`src/rhp_pkg.sv`:
```
// Shared types, codes and lookup functions for the request header parser.
package rhp_pkg;

	typedef struct packed {
		logic       op;
		logic [7:0] in_byte;
	} req_t;

	typedef struct packed {
		logic [3:0] tag;
		logic [7:0] out_byte;
		logic [1:0] command_kind;
		logic       done_res;
		logic [3:0] error_code;
	} res_t;

	typedef enum logic [6:0] {
		PH_START   = 7'b0000001,
		PH_VERSION = 7'b0000010,
		PH_COMMAND = 7'b0000100,
		PH_NAME    = 7'b0001000,
		PH_VALUE   = 7'b0010000,
		PH_MESSAGE = 7'b0100000,
		PH_FAILED  = 7'b1000000
	} phase_t;

	localparam logic OP_BYTE = 1'b0;
	localparam logic OP_END  = 1'b1;

	localparam logic [3:0] TAG_NONE      = 4'd0;
	localparam logic [3:0] TAG_VERSION   = 4'd1;
	localparam logic [3:0] TAG_NAME      = 4'd2;
	localparam logic [3:0] TAG_VALUE     = 4'd3;
	localparam logic [3:0] TAG_MESSAGE   = 4'd4;
	localparam logic [3:0] TAG_VER_END   = 4'd5;
	localparam logic [3:0] TAG_CMD_END   = 4'd6;
	localparam logic [3:0] TAG_NAME_END  = 4'd7;
	localparam logic [3:0] TAG_VALUE_END = 4'd8;
	localparam logic [3:0] TAG_HDRS_END  = 4'd9;

	localparam logic [1:0] KIND_NONE   = 2'd0;
	localparam logic [1:0] KIND_RAW    = 2'd1;
	localparam logic [1:0] KIND_STORED = 2'd2;

	localparam logic [3:0] ERR_OK          = 4'd0;
	localparam logic [3:0] ERR_VER_START   = 4'd1;
	localparam logic [3:0] ERR_VER_SHORT   = 4'd2;
	localparam logic [3:0] ERR_VER_CHAR    = 4'd3;
	localparam logic [3:0] ERR_CMD_SHORT   = 4'd4;
	localparam logic [3:0] ERR_CMD_CHAR    = 4'd5;
	localparam logic [3:0] ERR_CMD_UNKNOWN = 4'd6;
	localparam logic [3:0] ERR_HDR_SHORT   = 4'd7;
	localparam logic [3:0] ERR_HDR_CHAR    = 4'd8;
	localparam logic [3:0] ERR_MSG_CHAR    = 4'd9;

	localparam logic [4:0] LEN_MAX    = 5'd31;
	localparam logic [4:0] RAW_LEN    = 5'd8;
	localparam logic [4:0] STORED_LEN = 5'd15;

	localparam logic [7:0] CH_SEMI  = 8'h3B;
	localparam logic [7:0] CH_COLON = 8'h3A;
	localparam logic [7:0] CH_DOT   = 8'h2E;
	localparam logic [7:0] CH_STAR  = 8'h2A;
	localparam logic [7:0] CH_EQ    = 8'h3D;
	localparam logic [7:0] CH_SPACE = 8'h20;

	function automatic logic is_digit(input logic [7:0] c);
		return (c >= 8'h30) && (c <= 8'h39);
	endfunction

	function automatic logic is_alnum(input logic [7:0] c);
		return is_digit(c) || ((c >= 8'h61) && (c <= 8'h7A)) ||
			((c >= 8'h41) && (c <= 8'h5A));
	endfunction

	// Characters of "RawQuery".
	function automatic logic [7:0] raw_char(input logic [2:0] idx);
		logic [7:0] c;
		case (idx)
			3'd0: c = "R";
			3'd1: c = "a";
			3'd2: c = "w";
			3'd3: c = "Q";
			3'd4: c = "u";
			3'd5: c = "e";
			3'd6: c = "r";
			default: c = "y";
		endcase
		return c;
	endfunction

	// Characters of "StoredProcedure"; index 15 is past the end.
	function automatic logic [7:0] stored_char(input logic [3:0] idx);
		logic [7:0] c;
		case (idx)
			4'd0:  c = "S";
			4'd1:  c = "t";
			4'd2:  c = "o";
			4'd3:  c = "r";
			4'd4:  c = "e";
			4'd5:  c = "d";
			4'd6:  c = "P";
			4'd7:  c = "r";
			4'd8:  c = "o";
			4'd9:  c = "c";
			4'd10: c = "e";
			4'd11: c = "d";
			4'd12: c = "u";
			4'd13: c = "r";
			4'd14: c = "e";
			default: c = 8'h00;
		endcase
		return c;
	endfunction

endpackage

```
`src/rhp_step.sv`:
```
// Parser state registers and the per-item phase update logic.
module rhp_step (
	input  logic          clk,
	input  logic          arst_n,
	input  logic          advance,
	input  rhp_pkg::req_t item,
	output rhp_pkg::res_t result
);

	rhp_pkg::phase_t phase_q, phase_d;
	logic [4:0] len_q, len_d;
	logic [1:0] match_q, match_d;
	logic [3:0] held_q, held_d;

	logic [7:0] c;
	logic [4:0] len_bump;
	logic       raw_hit, stored_hit;
	logic       restart;
	logic [3:0] err;

	assign c        = item.in_byte;
	assign len_bump = (len_q < rhp_pkg::LEN_MAX) ? len_q + 5'd1 : len_q;
	assign raw_hit  = (len_q < rhp_pkg::RAW_LEN) && (rhp_pkg::raw_char(len_q[2:0]) == c);
	assign stored_hit = (len_q < rhp_pkg::STORED_LEN) &&
		(rhp_pkg::stored_char(len_q[3:0]) == c);

	always_comb begin
		result   = '0;
		phase_d  = phase_q;
		len_d    = len_q;
		match_d  = match_q;
		held_d   = held_q;
		restart  = 1'b0;
		err      = rhp_pkg::ERR_OK;

		if (phase_q == rhp_pkg::PH_FAILED) begin
			result.error_code = held_q;
			restart = (item.op == rhp_pkg::OP_END);
		end else if (item.op == rhp_pkg::OP_END) begin
			result.done_res = 1'b1;
			case (phase_q)
				rhp_pkg::PH_START:   result.error_code = rhp_pkg::ERR_VER_START;
				rhp_pkg::PH_VERSION: result.error_code = rhp_pkg::ERR_VER_SHORT;
				rhp_pkg::PH_COMMAND: result.error_code = rhp_pkg::ERR_CMD_SHORT;
				rhp_pkg::PH_NAME:    result.error_code = rhp_pkg::ERR_HDR_SHORT;
				rhp_pkg::PH_VALUE:   result.error_code = rhp_pkg::ERR_HDR_SHORT;
				default:             result.error_code = rhp_pkg::ERR_OK;
			endcase
			restart = 1'b1;
		end else begin
			case (phase_q)
				rhp_pkg::PH_START: begin
					if (rhp_pkg::is_digit(c)) begin
						result.tag      = rhp_pkg::TAG_VERSION;
						result.out_byte = c;
						phase_d         = rhp_pkg::PH_VERSION;
					end else begin
						err = rhp_pkg::ERR_VER_START;
					end
				end
				rhp_pkg::PH_VERSION: begin
					if (rhp_pkg::is_digit(c) || c == rhp_pkg::CH_DOT) begin
						result.tag      = rhp_pkg::TAG_VERSION;
						result.out_byte = c;
					end else if (c == rhp_pkg::CH_SEMI) begin
						result.tag = rhp_pkg::TAG_VER_END;
						phase_d    = rhp_pkg::PH_COMMAND;
						len_d      = '0;
						match_d    = 2'b11;
					end else begin
						err = rhp_pkg::ERR_VER_CHAR;
					end
				end
				rhp_pkg::PH_COMMAND: begin
					if (rhp_pkg::is_alnum(c)) begin
						match_d = match_q & {stored_hit, raw_hit};
						len_d   = len_bump;
					end else if (c == rhp_pkg::CH_SEMI) begin
						if (match_q[0] && len_q == rhp_pkg::RAW_LEN) begin
							result.command_kind = rhp_pkg::KIND_RAW;
						end else if (match_q[1] && len_q == rhp_pkg::STORED_LEN) begin
							result.command_kind = rhp_pkg::KIND_STORED;
						end
						if (result.command_kind != rhp_pkg::KIND_NONE) begin
							result.tag = rhp_pkg::TAG_CMD_END;
							phase_d    = rhp_pkg::PH_NAME;
							len_d      = '0;
						end else begin
							err = rhp_pkg::ERR_CMD_UNKNOWN;
						end
					end else begin
						err = rhp_pkg::ERR_CMD_CHAR;
					end
				end
				rhp_pkg::PH_NAME: begin
					if (rhp_pkg::is_alnum(c)) begin
						result.tag      = rhp_pkg::TAG_NAME;
						result.out_byte = c;
						len_d           = len_bump;
					end else if (c == rhp_pkg::CH_COLON && len_q != '0) begin
						result.tag = rhp_pkg::TAG_NAME_END;
						phase_d    = rhp_pkg::PH_VALUE;
					end else if (c == rhp_pkg::CH_SEMI && len_q == '0) begin
						result.tag = rhp_pkg::TAG_HDRS_END;
						phase_d    = rhp_pkg::PH_MESSAGE;
					end else begin
						err = rhp_pkg::ERR_HDR_CHAR;
					end
				end
				rhp_pkg::PH_VALUE: begin
					if (rhp_pkg::is_alnum(c)) begin
						result.tag      = rhp_pkg::TAG_VALUE;
						result.out_byte = c;
					end else if (c == rhp_pkg::CH_SEMI) begin
						result.tag = rhp_pkg::TAG_VALUE_END;
						phase_d    = rhp_pkg::PH_NAME;
						len_d      = '0;
					end else begin
						err = rhp_pkg::ERR_HDR_CHAR;
					end
				end
				default: begin
					if (rhp_pkg::is_alnum(c) || c == rhp_pkg::CH_SPACE ||
						c == rhp_pkg::CH_STAR || c == rhp_pkg::CH_EQ) begin
						result.tag      = rhp_pkg::TAG_MESSAGE;
						result.out_byte = c;
					end else begin
						err = rhp_pkg::ERR_MSG_CHAR;
					end
				end
			endcase
			// A format error drops the field output and parks the parser.
			if (err != rhp_pkg::ERR_OK) begin
				result            = '0;
				result.done_res   = 1'b1;
				result.error_code = err;
				held_d            = err;
				phase_d           = rhp_pkg::PH_FAILED;
			end
		end

		if (restart) begin
			phase_d = rhp_pkg::PH_START;
			len_d   = '0;
			match_d = 2'b11;
			held_d  = rhp_pkg::ERR_OK;
		end
	end

	always_ff @(posedge clk or negedge arst_n) begin
		if (!arst_n) begin
			phase_q <= rhp_pkg::PH_START;
			len_q   <= '0;
			match_q <= 2'b11;
			held_q  <= rhp_pkg::ERR_OK;
		end else if (advance) begin
			phase_q <= phase_d;
			len_q   <= len_d;
			match_q <= match_d;
			held_q  <= held_d;
		end
	end

endmodule

```
`src/request_header_parser.sv`:
```
// Top level of the request header parser: input register, parse step and result register.
// An accepted item waits in the input register until the result register can take it,
// then its result is registered there for the consumer to take.
// Throughput: one item per cycle without res_stall; each item gives exactly one result.
// The parse phase update is a single short step, so the limit is the handshake only.
// Reset (arst_n low) empties both registers and returns the parser to the start of a request.
module request_header_parser (
	input  logic          clk,
	input  logic          arst_n,
	input  logic          req_valid,
	output logic          req_stall,
	input  rhp_pkg::req_t req,
	output logic          res_valid,
	input  logic          res_stall,
	output rhp_pkg::res_t res
);

	// Input register: holds one accepted item until the parse step can run on it.
	logic          valid_s1;
	rhp_pkg::req_t item_s1;

	// Result register: holds the finished result until the consumer takes it.
	logic          valid_s2;
	rhp_pkg::res_t res_s2;

	logic          advance;
	logic          load_s1;
	rhp_pkg::res_t step_res;

	// The item in the input register moves on when the result register is
	// empty or is being emptied in this cycle. The parser state commits at
	// the same edge, so each item updates the state exactly once.
	assign advance = valid_s1 && (!valid_s2 || !res_stall);

	// A new item is taken whenever the input register is empty or drains now,
	// so one more item can still enter while a result waits in the output register.
	assign req_stall = valid_s1 && !advance;
	assign load_s1   = req_valid && !req_stall;

	always_ff @(posedge clk or negedge arst_n) begin
		if (!arst_n) begin
			valid_s1 <= 1'b0;
		end else if (load_s1 || advance) begin
			valid_s1 <= load_s1;
		end
	end

	always_ff @(posedge clk) begin
		if (load_s1) begin
			item_s1 <= req;
		end
	end

	rhp_step u_step (
		.clk     (clk),
		.arst_n  (arst_n),
		.advance (advance),
		.item    (item_s1),
		.result  (step_res)
	);

	// The result register fills from the step and empties when taken.
	always_ff @(posedge clk or negedge arst_n) begin
		if (!arst_n) begin
			valid_s2 <= 1'b0;
		end else if (advance) begin
			valid_s2 <= 1'b1;
		end else if (!res_stall) begin
			valid_s2 <= 1'b0;
		end
	end

	always_ff @(posedge clk) begin
		if (advance) begin
			res_s2 <= step_res;
		end
	end

	assign res_valid = valid_s2;
	assign res       = res_s2;

endmodule

```
`config.mk`:
```
export PLATFORM = sky130hd
export DESIGN_NAME = request_header_parser
export DESIGN_NICKNAME = d
export VERILOG_FILES = /design/src/rhp_pkg.sv /design/src/rhp_step.sv /design/src/request_header_parser.sv
export SDC_FILE = /design/constraint.sdc
export NUM_CORES = 1
export LEC_CHECK = 0
export BUFFER_PORTS_ARGS = -buffer_cell sky130_fd_sc_hd__buf_4
export CORE_MARGIN = 2
export CORE_UTILIZATION = 57
export CTS_CLUSTER_DIAMETER = 60
export CTS_CLUSTER_SIZE = 30
export DETAILED_ROUTE_END_ITERATION = 8
export GPL_ROUTABILITY_DRIVEN = 0
export PLACE_DENSITY = 0.86
export SLEW_MARGIN = 20
export SYNTH_ARGS = -nofsm -noshare
export SYNTH_HDL_FRONTEND = slang
export SYNTH_SLANG_ARGS = --single-unit
```
`constraint.sdc`:
```
create_clock -name clk -period 3.55 [get_ports clk]
set_input_delay 0.71 -clock clk [delete_from_list [all_inputs] [get_ports clk]]
set_output_delay 0.71 -clock clk [all_outputs]
set_load 0.1 [all_outputs]
```
# == Word level (Yosys, flattened, before mapping) ==
# Memories as Yosys holds them, arrays and structs flattened.
# Cells that the tools add are included.
# totals
memories,1
input_bits,13
ff_bits,48
rom_bits,112
out_inout_bits,21
# op_classes
reduce_logical,40
muxes,86
bitwise,3
addsub,1
order_cmp,9
eq_ne,42
# memory_table
memory,depth,width,rd,rd_clocked_by_memory_dff,wr,line,text
(name not given),16,7,1,0,0,rhp_pkg.sv:95,case (idx)
# op_table
cell,n
$mux 7,15
$mux 4,22
$mux 5,13
$eq 8x6->1 const B,6
$pmux 6 s7,1
$pmux 4 s5,2
$pmux 7 s5,1
$pmux 8 s4,1
$mux 2,15
$ne 4x1->1 const B,7
$pmux 5 s4,1
$ge 8x7->1 const B,2
$le 8x7->1 const B,2
$mux 8,2
$ne 4x3->1 const B,4
$reduce_and 14->1,1
$logic_and 1x1->1,12
$mux 3,4
$pmux 3 s4,1
$mux 11,1
$eq 5x4->1 const B,2
$lt 5x4->1 const B,2
$reduce_bool 5->1,2
$eq 3x3->1 const B,3
other kinds (37),59

# == Longest topological paths before layout ==
# depth
depth_word,21
depth_mapped,11
ltp_nobuf,9

# == Cells and area by module ==
# Synthesis repeated with hierarchy kept, for this count alone.
# unflattened
cells_unflattened,343
hier_area_um2,3274.4
# by_module_without_submodules
mod,n_inst,area_per_inst_um2,cells_per_inst,seq_area_each_um2
rhp_step,1,2341.0,307,454.2
request_header_parser,1,933.4,36,890.9

# == Worst setup path after synthesis ==
# Ideal clock, no wire load.
# synth_path
path_kind,register to register
start,register valid_s2 (netlist: res_valid)
end,register u_step.len_q[0]
period_less_slack_ns,3.798
t_required_ns,3.425
setup_ns,0.125
slack_ns,-0.248
path_stages_with_launch,5
arrival_ns,3.673
cell_sequence,dfrtp_1 -> a21boi_0 -> o21ai_1 -> nor2_1 -> mux2_2
# synth_between
elab_chain_len,4
# synth_rtl
element,line,text
start: declaration,request_header_parser.sv:23,logic valid_s2;
start signal: assignment,request_header_parser.sv:65,valid_s2 <= 1'b0;
start signal: assignment,request_header_parser.sv:67,valid_s2 <= 1'b1;
start signal: assignment,request_header_parser.sv:69,valid_s2 <= 1'b0;
$logic_not 1->1,request_header_parser.sv:33,assign advance = valid_s1 && (!valid_s2 || !res_stall);
$logic_or 1x1->1,request_header_parser.sv:33,
$logic_and 1x1->1,request_header_parser.sv:33,
net advance,request_header_parser.sv:26,logic advance;
$reduce_and 9->1 (no line),n/a,
end signal: assignment,rhp_step.sv:158,len_q <= len_d;
end: declaration,rhp_step.sv:11,"logic [4:0] len_q, len_d;"
# The timed path passes the listed nets, and every way through them passes these cells.
# A chain may end at the register's enable or synchronous reset.

# == Final worst setup path ==
# layout_path
start,register u_step.len_q[1]
end,register u_step.held_q[3]
# layout_between
elab_chain_len,19
word_cells_on_any_way,32
classes_between,eq/ne (2); mux (20); reduce/logical (10)
# layout_rtl
element,line,text
$eq 5x4->1,rhp_step.sv:81,end else if (match_q[1] && len_q == rhp_pkg::STORED_LEN) begin
$logic_and 1x1->1,rhp_step.sv:81,
$mux 2,rhp_step.sv:81,
$mux 2,rhp_step.sv:79,if (match_q[0] && len_q == rhp_pkg::RAW_LEN) begin
$mux 2,rhp_step.sv:78,end else if (c == rhp_pkg::CH_SEMI) begin
$mux 2,rhp_step.sv:75,if (rhp_pkg::is_alnum(c)) begin
$mux 2,rhp_step.sv:51,case (phase_q)
$mux 2,rhp_step.sv:39,end else if (item.op == rhp_pkg::OP_END) begin
[... 3 more ...],n/a,
$mux 3,rhp_step.sv:78,
$mux 4,rhp_step.sv:75,
$pmux 4 s5 *,rhp_step.sv:51,
$mux 4 *,rhp_step.sv:39,
$mux 4 *,rhp_step.sv:36,if (phase_q == rhp_pkg::PH_FAILED) begin
$reduce_bool 4->1,rhp_step.sv:133,if (err != rhp_pkg::ERR_OK) begin
$reduce_bool 2->1 (no line),n/a,
$reduce_and 4->1 (no line),n/a,
end signal: assignment,rhp_step.sv:155,held_q <= rhp_pkg::ERR_OK;
end signal: assignment,rhp_step.sv:160,held_q <= held_d;
end: declaration,rhp_step.sv:13,"logic [3:0] held_q, held_d;"
# Mark *: on every way between the ends. The rest lies on a longest branch, timed or not. The select of a mux whose other input is x is not followed.

==> results.sh <==
export IMPL_crit_arrival_ns=3.27
export IMPL_ys_seq_area_share_pct=41.52
export IMPL_cp_slowest_cell="a2111o_1"
export IMPL_critical_path_required_ns=3.74
export IMPL_hold_buffers=0
export IMPL_n_antenna_cell=0
export IMPL_stdcell_area_um2=3577
export IMPL_setup_viol=0
export IMPL_yosys_warnings=0
export IMPL_synthesis_nets=341
export IMPL_wire_per_inst_um=15.88
export IMPL_cts_clk_slew_worst_paths_ns=0.08
export IMPL_cp_max_fo=10
export IMPL_fin_crit_ns=3.086
export IMPL_synth_top_area_share_pct=25.96
export IMPL_hold_violations=0
export IMPL_pwr_density_cell_nw_per_um2=477.2
export IMPL_cts_path_max_buffers=2
export IMPL_p_leak_nw=1.431
export IMPL_die_w_um=79.39
export IMPL_final_setup_tns_ns=0
export IMPL_irDropWorstVdd_mv=0.3332
export IMPL_finalClockSkew_ns=0.006017
export IMPL_grt_pass1_wl_mm=11.15
export IMPL_grt_use_total_pct=22.48
export IMPL_cts_resized=0
export IMPL_endpoint_kind="flip-flop"
export IMPL_synth_top_cell_by_area="edfxtp_1"
export IMPL_maxSlewHeadroom_pct=53.00
export IMPL_grt_ovfl_total=0
export IMPL_cts_tree="yes"
export IMPL_drv_slew=0
export IMPL_synth_edf_count=28
export IMPL_synth_cell_types=78
export IMPL_crit_chain="inv_1 > ha_1 > nor4b_4 > xnor2_1 > o21ai_2 > o211ai_1 > a2111o_1 > and2_4 > mux2_4"
export IMPL_path_buf_inv=1
export IMPL_drcViolationCount=0
export IMPL_post_route_util_pct=64.96
export IMPL_dr_pass1_iters=4
export IMPL_regArea_um2=1345
export IMPL_critPathTopFamily="compound AO/OA/AOI/OAI gates"
export IMPL_nets=366
export IMPL_worstSetupStartpointType="flip-flop"
export IMPL_std_cell_rows=27
export IMPL_drive_above_1_share_pct=23.26
export IMPL_synth_ff_type="edfxtp_1"
export IMPL_grt_max_degree=22
export IMPL_syn_to_final_growth_pct=10.43
export IMPL_dieHeight_um=79.39
export IMPL_htreeDepth=2
export IMPL_ant_nets=0
export IMPL_hpwl_mm=5.032
export IMPL_drt_iter0_drc=295
export IMPL_path_class="reg2reg"
export IMPL_clk_latency_ns=0.30
export IMPL_dieArea_um2=6302
export IMPL_tightest_slew_ns=0.7049
export IMPL_drt_vias_per_instance=6.087
export IMPL_fmax_mhz=324.1
export IMPL_ys_top_cells_by_area="edfxtp_1 26%, dfrtp_1 13%, ha_1 3.9%, mux2_2 3.8%, a21oi_1 3.7%"
export IMPL_vias=2532
export IMPL_wirelength_mm=6.604
export IMPL_start_util_pct=58.83
export IMPL_antenna_found_initial=0
export IMPL_clock_sinks=48
export IMPL_netlist_instances=318
export IMPL_finalCritPeriodShare_pct=86.92
export IMPL_io_pin_count=34
export IMPL_placed_area_um2=3495
export IMPL_rsz0062_at_grt="false"
export IMPL_synthArstFlopShare_pct=41.67
export IMPL_maxCapViolCount=0
export IMPL_multiInputGateArea_um2=1759
export IMPL_fill_cells=436
export IMPL_root_buffer="clkbuf_8"
export IMPL_grt_pass1_vias=2393
export IMPL_io_buffers=33
export IMPL_post_cts_buffers=0
export IMPL_coreArea_um2=5507
export IMPL_avgSynthCellArea_um2=10.19
export IMPL_cts_made_buffers=5
export IMPL_slowest_delay_ns=0.60
export IMPL_synth_seq_cells=48
export IMPL_syn_area_um2=3239
export IMPL_status="finished, final reports clean"
export IMPL_hold_path_class="in2async"
[synthesized netlist by cell type (8+ instances only)]
cell and number:
a21oi_1 24, and2_1 10, dfrtp_1 17, edfxtp_1 28
ha_1 10, inv_1 12, mux2_2 11, nand2_1 11
nand3_1 12, nor2_1 25, nor3_1 9, o21ai_0 16
xnor2_1 8, xor2_1 10
[flip-flops by register name, summed over array words and instances, names as in the netlist]
signal          count
u_step.held_q       4
valid_s1            1
u_step.phase_q      7
u_step.match_q      2
res_valid           1
u_step.len_q        5
res                19
item_s1             9
[power breakdown]
part           total, mW  switching (mW)  leakage [nW]  internal [mW]
Combinational      0.682           0.475         0.853          0.207
Sequential         0.723          0.0528         0.533          0.671
Clock              0.302           0.168        0.0453          0.134
[worst reg2reg max path: cells and delay by family (launching register included)]
kind | cells | cell delay (ns)
adders and majority gates | 1 | 0.39
and+or+nand+nor | 2 | 0.58
AOI/OAI and AO/OA | 3 | 0.92
DFF | 1 | 0.49
muxes | 1 | 0.29
xor gates and xnor gates | 1 | 0.12
buffers and inverters | 1 | 0.18
[stage by stage]
step	total power [mW]	hold WS (ns)	worst slack, ns	instances
after floorplan	1.287	0.4144	0.3993	318
after global placement	1.400	0.4632	0.6498	408
after detailed placement	1.409	0.4734	0.5424	408
after CTS	1.709	0.2829	0.5250	416
after global routing	1.791	0.2930	0.2859	416
final	1.707	0.2749	0.4642	416
[worst paths after layout]
check / from / endpoint / slack (ns) / cells after the start
setup reg to reg: u_step.len_q[1] / u_step.held_q[3] / 0.46 / 9
hold / removal: arst_n / u_step.held_q[0] / 0.27 / 1
hold reg to reg: valid_s1 / res_valid / 0.50 / 1
setup / recovery: u_step.len_q[1] / u_step.held_q[3] / 0.46 / 9
min in group clk: valid_s1 / res_valid / 0.50 / 1
max in group asynchronous: arst_n / u_step.match_q[0] / 3.00 / 1
[final cells by class]
cell class / count / share of cell area, %
clock inverter: 3 / 0.3847
inverter: 12 / 1.259
tap: 72 / 2.518
sequential: 48 / 37.60
clock buffer: 5 / 1.924
multi-input combinational: 242 / 49.18
timing repair buffer: 34 / 7.135
[per-layer routing]
| metal | GRT usage, % | vias to the layer above | part of all wire (%) | wire length [um] |
|---|---|---|---|---|
| li1 | - | 1240 | - | - |
| met1 | 31.31 | 1152 | 44 | 2909 |
| met2 | 36.02 | 123 | 46 | 3033 |
| met3 | 3.167 | 17 | 7.5 | 498 |
| met4 | 8.103 | 0 | 2.5 | 163 |
| met5 | 0 | - | 0 | 0 |
[layout by cell type, fill, tap and decap left out, types with 3 or more instances in the layout]
cell and count:
mux2_2 11, dfrtp_1 17, dfstp_2 3, o21ai_0 16
inv_1 12, nand4_1 6, a211oi_1 3, o32ai_1 3
buf_4 34, and3_1 3, nor4_2 3, nand4b_1 3
or3_1 4, nor3_1 9, edfxtp_1 28, mux2_4 3
nand3_1 12, nand2_1 11, a21oi_1 24, and2_1 10
clkbuf_8 5, nor2b_1 3, and4_1 3, xnor2_1 8
nor2_1 25, o22ai_1 3, xor2_1 10, ha_1 10
[cells by family after synthesis]
logic type      count (synthesis)  synth area share, %
simple gates                  118                22.98
compound gates                 79                16.53
flops                          48                41.52
buf+inv                        28                4.287
xor+xnor                       18                4.867
mux                            16                5.832
fa+ha+maj                      10                3.862
other cells                     1               0.1158
Power figures use the tool's default switching activity.
